===== config.mk =====
export PLATFORM = sky130hd
export DESIGN_NAME = uart_transceiver_with_parity
export DESIGN_NICKNAME = d
export VERILOG_FILES = /design/src/hw/rtl/uart_trx_pkg.sv /design/src/hw/rtl/uart_transceiver_with_parity.sv
export SDC_FILE = /design/constraint.sdc
export NUM_CORES = 1
export LEC_CHECK = 0
export BUFFER_PORTS_ARGS = -buffer_cell sky130_fd_sc_hd__buf_4
export CAP_MARGIN = 20
export CORE_ASPECT_RATIO = 0.5
export CORE_UTILIZATION = 45
export DETAILED_ROUTE_END_ITERATION = 10
export SYNTH_ARGS = -nofsm -noshare
export SYNTH_HDL_FRONTEND = slang
export SYNTH_SLANG_ARGS = --single-unit

===== constraint.sdc =====
create_clock -name clk -period 7.2 [get_ports clk]
set_input_delay 0.72 -clock clk [delete_from_list [all_inputs] [get_ports clk]]
set_output_delay 0.72 -clock clk [all_outputs]
set_load 0.1 [all_outputs]

===== src/hw/rtl/uart_trx_pkg.sv =====
package uart_trx_pkg;

  // Timer width equals the width of the bit period register.
  localparam int TIMER_WIDTH = 16;
  localparam int DATA_BITS   = 8;
  localparam int BYTE_WIDTH  = 8;

  localparam int TX_IDX_WIDTH = $clog2(DATA_BITS + 4);
  localparam int RX_IDX_WIDTH = $clog2(DATA_BITS + 1);

  localparam int IN_WIDTH  = 16;
  localparam int OUT_WIDTH = 16;

  localparam logic [TIMER_WIDTH-1:0] BIT_PERIOD_RESET = TIMER_WIDTH'(104);

  typedef enum logic [0:0] {
    REG_BIT_PERIOD    = 1'b0,
    REG_PARITY_ENABLE = 1'b1
  } cfg_reg_t;

  typedef enum logic [1:0] {
    RX_IDLE      = 2'd0,
    RX_HALF_BIT  = 2'd1,
    RX_SAMPLE    = 2'd2,
    RX_WAIT_HIGH = 2'd3
  } rx_phase_t;

  typedef struct packed {
    logic                  rx_parity_error;
    logic [BYTE_WIDTH-1:0] rx_byte;
    logic                  rx_valid;
    logic                  tx_busy;
    logic                  tx_line;
  } result_t;

endpackage


===== src/hw/rtl/uart_transceiver_with_parity.sv =====
// UART transceiver, 8 data bits, optional even parity, one stop bit.
//
// Every word on the in_ channel is one bit-clock tick: it carries the sampled
// receive line and an optional send request with its byte. Every accepted
// word yields exactly one word on the out_ channel with the transmit line
// level, the busy flag and the receiver status for that tick.
// Transmit frame: start (low), data LSB first, even parity when enabled,
// stop (high); each bit lasts bit_period ticks. A request while busy is
// dropped. The receiver finds the bit middle half a period after the first
// low sample, samples once per period, and reports either rx_valid with the
// byte or rx_parity_error for one tick.
// Each result shows in the cycle after its input word; all tick logic is one
// register stage (state and result), one word per cycle unless out_ stalls.
// The output register holds a result while out_tready is low; in_tready
// stays high as long as that register is empty or being drained, so a stall
// on the out_ side stalls the in_ side with no word lost.
// Reset (rst_n low, synchronous): both sides idle, bit_period 104, parity
// off, output empty. Write cfg_ registers only while no tick is pending.
module uart_transceiver_with_parity
  import uart_trx_pkg::*;
(
  input  logic                   clk,
  input  logic                   rst_n,
  input  logic                   cfg_wr_en,
  input  logic [0:0]             cfg_addr,
  input  logic [TIMER_WIDTH-1:0] cfg_wdata,
  input  logic                   in_tvalid,
  output logic                   in_tready,
  // [0] rx_line, [1] send_request, [9:2] send_byte, [15:10] zero
  input  logic [IN_WIDTH-1:0]    in_tdata,
  output logic                   out_tvalid,
  input  logic                   out_tready,
  // [0] tx_line, [1] tx_busy, [2] rx_valid, [10:3] rx_byte,
  // [11] rx_parity_error, [15:12] zero
  output logic [OUT_WIDTH-1:0]   out_tdata
);

  localparam int TW = TIMER_WIDTH;
  localparam int DB = DATA_BITS;

  // configuration
  logic [TW-1:0] bit_period_r;
  logic          parity_en_r;

  // transmitter state
  logic [DB-1:0]           tx_shift_r,  tx_shift_nxt;
  logic [TX_IDX_WIDTH-1:0] tx_idx_r,    tx_idx_nxt;
  logic [TW-1:0]           tx_timer_r,  tx_timer_nxt;
  logic                    tx_parity_r, tx_parity_nxt;
  logic                    tx_active_r, tx_active_nxt;

  // receiver state
  rx_phase_t               rx_phase_r,  rx_phase_nxt;
  logic [DB-1:0]           rx_shift_r,  rx_shift_nxt;
  logic [RX_IDX_WIDTH-1:0] rx_idx_r,    rx_idx_nxt;
  logic [TW-1:0]           rx_timer_r,  rx_timer_nxt;
  logic                    rx_parity_r, rx_parity_nxt;

  logic          out_valid_r;
  result_t       res_r, res_nxt;

  logic                  accept;
  logic                  rx_in, req_in;
  logic [BYTE_WIDTH-1:0] byte_in;
  logic [TW-1:0]         period;
  logic [TX_IDX_WIDTH-1:0] tx_last;
  logic [TW:0]           tx_inc, rx_inc;
  logic                  rx_half_done, rx_bit_done;
  logic [DB-1:0]         rx_shift_in;
  logic [RX_IDX_WIDTH-1:0] rx_idx_in;
  logic                  tx_line;

  assign in_tready  = !out_valid_r || out_tready;
  assign accept     = in_tvalid && in_tready;
  assign out_tvalid = out_valid_r;
  assign out_tdata  = OUT_WIDTH'(res_r);

  assign rx_in   = in_tdata[0];
  assign req_in  = in_tdata[1];
  assign byte_in = in_tdata[BYTE_WIDTH+1:2];

  assign period  = (bit_period_r == '0) ? TW'(1) : bit_period_r;
  assign tx_last = TX_IDX_WIDTH'(DB + 1) + TX_IDX_WIDTH'(parity_en_r);
  assign tx_inc  = {1'b0, tx_timer_r} + (TW+1)'(1);
  assign rx_inc  = {1'b0, rx_timer_r} + (TW+1)'(1);

  assign rx_half_done = rx_inc >= {2'b00, period[TW-1:1]};
  assign rx_bit_done  = rx_inc >= {1'b0, period};
  assign rx_shift_in  = {rx_in, rx_shift_r[DB-1:1]};
  assign rx_idx_in    = rx_idx_r + RX_IDX_WIDTH'(1);

  // Transmitter: advance the bit timer, then load a new frame when idle.
  always_comb begin
    logic [DB+BYTE_WIDTH-1:0] byte_ext;
    byte_ext      = {{DB{1'b0}}, byte_in};
    tx_active_nxt = tx_active_r;
    tx_idx_nxt    = tx_idx_r;
    tx_timer_nxt  = tx_timer_r;
    tx_shift_nxt  = tx_shift_r;
    tx_parity_nxt = tx_parity_r;
    if (tx_active_r) begin
      if (tx_inc >= {1'b0, period}) begin
        tx_timer_nxt = '0;
        tx_idx_nxt   = tx_idx_r + TX_IDX_WIDTH'(1);
        if (tx_idx_nxt > tx_last) begin
          tx_active_nxt = 1'b0;
          tx_idx_nxt    = '0;
        end
      end else begin
        tx_timer_nxt = tx_inc[TW-1:0];
      end
    end
    if (!tx_active_nxt && req_in) begin
      tx_active_nxt = 1'b1;
      tx_idx_nxt    = '0;
      tx_timer_nxt  = '0;
      tx_shift_nxt  = byte_ext[DB-1:0];
      tx_parity_nxt = ^byte_ext[DB-1:0];
    end
  end

  always_comb begin
    logic [DB-1:0] shifted;
    shifted = tx_shift_nxt >> (tx_idx_nxt - TX_IDX_WIDTH'(1));
    tx_line = 1'b1;
    if (tx_active_nxt) begin
      if (tx_idx_nxt == '0) begin
        tx_line = 1'b0;
      end else if (tx_idx_nxt <= TX_IDX_WIDTH'(DB)) begin
        tx_line = shifted[0];
      end else if (parity_en_r && tx_idx_nxt == TX_IDX_WIDTH'(DB + 1)) begin
        tx_line = tx_parity_nxt;
      end
    end
  end

  // Receiver next phase.
  always_comb begin
    rx_phase_nxt = rx_phase_r;
    case (rx_phase_r)
      RX_IDLE: begin
        if (!rx_in) rx_phase_nxt = RX_HALF_BIT;
      end
      RX_HALF_BIT: begin
        if (rx_half_done) rx_phase_nxt = RX_SAMPLE;
      end
      RX_SAMPLE: begin
        if (rx_bit_done) begin
          if (rx_idx_r >= RX_IDX_WIDTH'(DB)) begin
            rx_phase_nxt = RX_WAIT_HIGH;
          end else if (rx_idx_in >= RX_IDX_WIDTH'(DB) && !parity_en_r) begin
            rx_phase_nxt = RX_WAIT_HIGH;
          end
        end
      end
      RX_WAIT_HIGH: begin
        if (rx_in) rx_phase_nxt = RX_IDLE;
      end
      default: rx_phase_nxt = RX_IDLE;
    endcase
  end

  // Receiver datapath and result.
  always_comb begin
    logic                     rx_valid, rx_perr;
    logic [DB+BYTE_WIDTH-1:0] byte_src;
    rx_valid      = 1'b0;
    rx_perr       = 1'b0;
    byte_src      = '0;
    rx_timer_nxt  = rx_timer_r;
    rx_shift_nxt  = rx_shift_r;
    rx_idx_nxt    = rx_idx_r;
    rx_parity_nxt = rx_parity_r;
    case (rx_phase_r)
      RX_IDLE: begin
        if (!rx_in) begin
          rx_timer_nxt  = '0;
          rx_shift_nxt  = '0;
          rx_idx_nxt    = '0;
          rx_parity_nxt = 1'b0;
        end
      end
      RX_HALF_BIT: begin
        rx_timer_nxt = rx_half_done ? '0 : rx_inc[TW-1:0];
      end
      RX_SAMPLE: begin
        rx_timer_nxt = rx_bit_done ? '0 : rx_inc[TW-1:0];
        if (rx_bit_done) begin
          if (rx_idx_r < RX_IDX_WIDTH'(DB)) begin
            rx_shift_nxt  = rx_shift_in;
            rx_parity_nxt = rx_parity_r ^ rx_in;
            rx_idx_nxt    = rx_idx_in;
            if (rx_idx_in >= RX_IDX_WIDTH'(DB) && !parity_en_r) begin
              rx_valid = 1'b1;
              byte_src = {{BYTE_WIDTH{1'b0}}, rx_shift_in};
            end
          end else if (rx_in == rx_parity_r) begin
            rx_valid = 1'b1;
            byte_src = {{BYTE_WIDTH{1'b0}}, rx_shift_r};
          end else begin
            rx_perr = 1'b1;
          end
        end
      end
      default: ;
    endcase
    res_nxt.tx_line         = tx_line;
    res_nxt.tx_busy         = tx_active_nxt;
    res_nxt.rx_valid        = rx_valid;
    res_nxt.rx_byte         = byte_src[BYTE_WIDTH-1:0];
    res_nxt.rx_parity_error = rx_perr;
  end

  always_ff @(posedge clk) begin
    if (!rst_n) begin
      bit_period_r <= BIT_PERIOD_RESET;
      parity_en_r  <= 1'b0;
    end else if (cfg_wr_en) begin
      case (cfg_reg_t'(cfg_addr))
        REG_BIT_PERIOD:    bit_period_r <= cfg_wdata;
        REG_PARITY_ENABLE: parity_en_r  <= cfg_wdata[0];
        default: ;
      endcase
    end
  end

  always_ff @(posedge clk) begin
    if (!rst_n) begin
      tx_shift_r  <= '0;
      tx_idx_r    <= '0;
      tx_timer_r  <= '0;
      tx_parity_r <= 1'b0;
      tx_active_r <= 1'b0;
      rx_phase_r  <= RX_IDLE;
      rx_shift_r  <= '0;
      rx_idx_r    <= '0;
      rx_timer_r  <= '0;
      rx_parity_r <= 1'b0;
    end else if (accept) begin
      tx_shift_r  <= tx_shift_nxt;
      tx_idx_r    <= tx_idx_nxt;
      tx_timer_r  <= tx_timer_nxt;
      tx_parity_r <= tx_parity_nxt;
      tx_active_r <= tx_active_nxt;
      rx_phase_r  <= rx_phase_nxt;
      rx_shift_r  <= rx_shift_nxt;
      rx_idx_r    <= rx_idx_nxt;
      rx_timer_r  <= rx_timer_nxt;
      rx_parity_r <= rx_parity_nxt;
    end
  end

  always_ff @(posedge clk) begin
    if (!rst_n) begin
      out_valid_r <= 1'b0;
    end else if (accept) begin
      out_valid_r <= 1'b1;
    end else if (out_tready) begin
      out_valid_r <= 1'b0;
    end
  end

  always_ff @(posedge clk) begin
    if (accept) res_r <= res_nxt;
  end

endmodule


* Word-level counts from Yosys, hierarchy flattened *
Index checks and enable logic that the tools add are counted.

word-level totals
  register bits = 91
  bits of input ports = 38
  output and inout bits = 18
  logic and storage cells = 121

operators by class
  $add $sub $neg = 6
  $lt $le $gt $ge = 8
  eq/ne operators = 11
  shift operators = 1
  multiplexer cells = 49
  bitwise operators = 4
  reductions and logical operators = 24

operators by type and width
  kind                                                              number
  16-bit 2-to-1 mux                                                 7
  8-bit 2-to-1 mux                                                  7
  16-bit one-hot mux with 3 select lines                            1
  16-bit by 1-bit adder with 17-bit output (second input constant)  2
  17-bit by 16-bit greater-or-equal comparator with 1-bit output    2
  4-bit 2-to-1 mux                                                  7
  17-bit by 15-bit greater-or-equal comparator with 1-bit output    1
  1-bit 2-to-1 mux                                                  17
  16-bit logical NOT                                                1
  8-bit one-hot mux with 2 select lines                             1
  2-bit 2-to-1 mux                                                  6
  2-bit != test (second input constant)                             5
  4-bit by 1-bit adder with 4-bit output (second input constant)    2
  4-bit greater-or-equal comparator (second input constant)         2
  2-bit one-hot mux with 4 select lines                             1
  4-bit one-hot mux with 2 select lines                             1
  2-bit AND reduction                                               4
  8-bit parity                                                      1
  8-bit by 4-bit >> shifter with 1-bit output                       1
  6-bit AND reduction                                               1
  2-bit nonzero test                                                3
  5-bit AND reduction                                               1
  4-bit by 1-bit adder with 4-bit output (first input constant)     1
  2-bit equality test (second input constant)                       2
  19 further kinds                                                  26

* Longest topological paths before layout *
  depth in word-level cells = 13
  mapped depth = 20
  depth with buffers taken out = 18

* Worst setup path before layout *
No wires, ideal clock.

  path type = register -> register
  start = reg tx_timer_r[0]
  end = reg res_r, in the netlist out_tdata[0] (data pin)
  library setup time = 271 ps
  data arrival time = 3,752 ps
  data required time = 6,929 ps
  slack = 3,177 ps
  cell stages (with the launch flop) = 19
  path buffers = 0
  period minus slack after synthesis = 4,023 ps
  cells stage by stage = dfxtp_1 ha_1 and3_1 nand3_1 nor2_1 and3_1 xor2_1 ha_1 a21o_1 a21o_1 nor3_1 o311a_4 a21oi_1 mux2_4 ha_1 o21ai_0 o32ai_1 mux2i_1 o221ai_2

between the ends
  longest elaborated chain between the ends = 12
  elaborated cells on any way between the ends = 21
  classes of those cells = add/sub (2); order compare (2); eq/ne (1); shift (1); mux (11); reduce/logical (4)

ends and longest elaborated chain
  what                                                                                  RTL line                             RTL
  from (decl)                                                                           uart_transceiver_with_parity.sv:48   logic [TW-1:0] tx_timer_r, tx_timer_nxt;
  from (signal assigned)                                                                uart_transceiver_with_parity.sv:242  tx_timer_r <= tx_timer_nxt;
  16-bit by 1-bit adder with 17-bit output *                                            uart_transceiver_with_parity.sv:84   assign tx_inc = {1'b0, tx_timer_r} + (TW+1)'(1);
  17-bit by 16-bit greater-or-equal comparator with 1-bit output *                      uart_transceiver_with_parity.sv:102  if (tx_inc >= {1'b0, period}) begin
  branches (longest 10 deep; another with 4-bit by 1-bit subtractor with 4-bit output)  n/a
  to (signal assigned)                                                                  uart_transceiver_with_parity.sv:264  if (accept) res_r <= res_nxt;
  to (decl)                                                                             uart_transceiver_with_parity.sv:60   result_t res_r, res_nxt;

Mark *: on every way between the ends.
A chain may end at the register's enable or synchronous reset.

* Final worst setup path *
Same ends and word-level chain as after synthesis.

==> flow_metrics.env <==
export IMPL_status="finished, final reports clean"
export IMPL_viasPerCell=5.57
export IMPL_synth_ff_type="dfxtp_1"
export IMPL_synth_cell_types=65
export IMPL_vias=5033
export IMPL_ir_drop_v=0.000122
export IMPL_power_density_nw_per_um2=190
export IMPL_coreArea_um2=12700
export IMPL_tns_ns=0
export IMPL_ant_nets=0
export IMPL_place_gp_congestion=0.838
export IMPL_firstDrtPassIters=6
export IMPL_ys_seq_elements=91
export IMPL_pwr_share_clk=0.393
export IMPL_cts_tree="built"
export IMPL_cts_root_buf="clkbuf_16"
export IMPL_p_sw_w=0.000376
export IMPL_ios=56
export IMPL_cts_sinks=91
export IMPL_cts_setup_buffers=0
export IMPL_finalSetupViolCount=0
export IMPL_path_class="reg2reg"
export IMPL_clockBufferDepth=2
export IMPL_yosysWarnings=0
export IMPL_grt_start_max_net_pins=54
export IMPL_grt_pass1_wl_um=22600
export IMPL_num_nets_final=827
export IMPL_drt_iter0_drc=341
export IMPL_antenna_cells=0
export IMPL_totalPowerFinal_w=0.00125
export IMPL_rows=29
export IMPL_cts_hold_buf=0
export IMPL_p_comb_frac=0.170
export IMPL_post_drt_wl_per_cell_um=15.6
export IMPL_cp_cell_sequence="ha_1 -> and3_1 -> nand3_1 -> nor2_1 -> and3_1 -> xor2_1 -> ha_1 -> a21o_1 -> a21o_1 -> nor3_1 -> o311a_4 -> a21oi_1 -> mux2_4 -> ha_1 -> o32ai_1 -> mux2i_1 -> o221ai_2"
export IMPL_synth_compound_area_frac=0.191
export IMPL_crit_family="compound AO/OA/AOI/OAI gates"
export IMPL_cts_resized=0
export IMPL_pwr_share_seq=0.436
export IMPL_finalHoldViolCount=0
export IMPL_drive_gt1_frac=0.113
export IMPL_grt_pass1_vias=4364
export IMPL_path_buf_inv=0
export IMPL_grt_usage=0.215
export IMPL_grt_setup_unrepaired="no"
export IMPL_syn_to_final_growth_pct=12.7
export IMPL_synthCells=702
export IMPL_cpMaxStageDelayCell="dfxtp_1"
export IMPL_slew_headroom=0.317
export IMPL_critPathMostFrequentCell="ha_1"
export IMPL_slew_viol_final=0
export IMPL_die_w_um=163
export IMPL_drc=0
export IMPL_hold_class="reg2reg"
export IMPL_htreeDepth=3
export IMPL_cpPeakStageDelay_ns=0.38
export IMPL_cts_buffers=9
export IMPL_worst_slew_pin_slew_ns=1.02
export IMPL_antenna_found_initial=0
export IMPL_wirelength_um=14100
export IMPL_p_leak_nw=2.83
export IMPL_clock_fmax_ghz=0.222
export IMPL_insertion_delay_ns=0.34
export IMPL_synthSimpleGateAreaFrac=0.223
export IMPL_clk_pin_slew_worst_paths_ns=0.07
export IMPL_io_buffer_count=45
export IMPL_start_kind="flop"
export IMPL_maxCapViolations=0
export IMPL_synth_edf_count=12
export IMPL_end_kind="flop"
export IMPL_syn_area_per_cell_um2=8.33
export IMPL_synth_mux_area_frac=0.0231
export IMPL_hpwl_um=10200
export IMPL_switching_share=0.300
export IMPL_die_h_um=82.6
export IMPL_synth_seq_area_share=0.332
export IMPL_period_minus_slack_ns=4.50
export IMPL_synth_xor_area_share=0.0509
export IMPL_cp_max_fo=9
export IMPL_synth_top_family_by_area="simple AND/OR/NAND/NOR gates"
export IMPL_fin_skew_ns=0.00912
export IMPL_worstPathRequired_ns=7.38
export IMPL_synth_async_reset_ratio=0
export IMPL_fillers=1236
export IMPL_syn_cell_area_um2=5850
export IMPL_synthAdderAreaFrac=0.128
export IMPL_p_int_w=0.000875
export IMPL_period_share=0.625
export IMPL_critPathArrivalTime_ns=4.68
export IMPL_grt_overflow=0
export IMPL_initial_utilization=0.462
export IMPL_die_area_um2=13500
state kept, by name, summed over array words and instances (netlist names):
signal,flops
tx_timer_r,16
tx_idx_r,4
tx_parity_r,1
tx_shift_r,8
rx_parity_r,1
parity_en_r,1
rx_idx_r,4
bit_period_r,16
out_tvalid,1
rx_phase_r,2
tx_active_r,1
out_tdata,12
rx_timer_r,16
rx_shift_r,8
synth_stat cells (all sizes together) (12+ instances only):
cell    count  area (um^2)
a21o       12         90.1
a21oi      49          245
a22oi      16          120
and3       18          113
clkbuf     25         93.8
dfxtp      79         1580
edfxtp     12          360
ha         60          751
inv        36          135
mux2i      12          120
nand2      62          233
nand3      36          185
nand4      12         81.3
nor2       66          248
nor3       13         70.1
o21ai      43          230
xnor2      23          201
worst register-to-register path: stages (launching register included):
cell,delay [ns]
dfxtp_1,0.38
ha_1,0.28
and3_1,0.24
nand3_1,0.21
nor2_1,0.26
and3_1,0.25
xor2_1,0.17
ha_1,0.27
a21o_1,0.16
a21o_1,0.17
nor3_1,0.22
o311a_4,0.31
a21oi_1,0.10
mux2_4,0.35
ha_1,0.35
o32ai_1,0.30
mux2i_1,0.13
o221ai_2,0.17
final cells by class:
cell class                 count  area [um^2]  share of cell area
tap                          170          213              0.0323
inverter                      37          144              0.0218
multi-input combinational    541         3620               0.549
clock buffer                   9          225              0.0342
timing repair buffer          49          368              0.0558
clock inverter                 7         83.8              0.0127
sequential                    91         1940               0.295
power by group through the flow:
stage | combinational, W | sequential (W) | clock (W)
after floorplan | 0.000134 | 0.000578 | 0
after global placement | 0.000209 | 0.000557 | 0
after detailed placement | 0.000212 | 0.000557 | 0
after CTS | 0.000213 | 0.000545 | 0.000501
after global routing | 0.000235 | 0.000548 | 0.000522
final | 0.000213 | 0.000546 | 0.000491
metrics by stage:
stage / area, um^2 / hold WS [ns] / std cells / utilization / setup slack (ns)
after global routing: 6590 / 0.508 / 904 / 0.521 / 2.31
after detailed placement: 6280 / 0.461 / 887 / 0.496 / 2.70
after CTS: 6590 / 0.472 / 903 / 0.520 / 2.69
final: 6590 / 0.471 / 904 / 0.521 / 2.70
after global placement: 6280 / 0.456 / 887 / 0.496 / 2.75
after floorplan: 5860 / 0.436 / 705 / - / 3.18
cells by family after synthesis:
kind of cell               after synthesis
other                                    1
buffers and inverters                   73
xor gates and xnor gates                34
muxes                                   13
DFF                                     91
AOI/OAI and AO/OA                      169
and+or+nand+nor                        261
adders and majority gates               60
per-layer routing:
| metal | track usage | routed length (um) | up-vias |
|---|---|---|---|
| met5 | 0 | 0 | - |
| met4 | 0.0364 | 78 | 0 |
| met3 | 0.0490 | 689 | 7 |
| met2 | 0.318 | 5820 | 103 |
| met1 | 0.316 | 7500 | 2349 |
| li1 | - | - | 2574 |
final timing paths:
| kind | slack [ns] | end | start | cells after the start |
|---|---|---|---|---|
| hold reg to reg | 0.47 | bit_period_r[12]$_SDFFE_PN0P_ | bit_period_r[12]$_SDFFE_PN0P_ | 2 |
| setup / recovery | 2.70 | out_tdata[0]$_SDFFCE_PN1P_ | tx_timer_r[0]$_SDFFE_PN0P_ | 17 |
| setup reg to reg | 2.70 | out_tdata[0]$_SDFFCE_PN1P_ | tx_timer_r[0]$_SDFFE_PN0P_ | 17 |
| hold / removal | 0.47 | bit_period_r[12]$_SDFFE_PN0P_ | bit_period_r[12]$_SDFFE_PN0P_ | 2 |
cells in the final DEF (no fill, tap or decap), types with 11 or more instances in the layout:
master	n
dfxtp_1	79
nor2_1	66
nand2_1	62
ha_1	60
a21oi_1	49
buf_4	49
nand3_1	35
inv_1	35
o21ai_0	34
xnor2_1	23
and3_1	18
a22oi_1	16
a21o_1	12
nor3_1	12
mux2i_1	12
edfxtp_1	12
nand4_1	11
nor2b_1	11
xor2_1	11
Power figures use the tool's default switching activity.
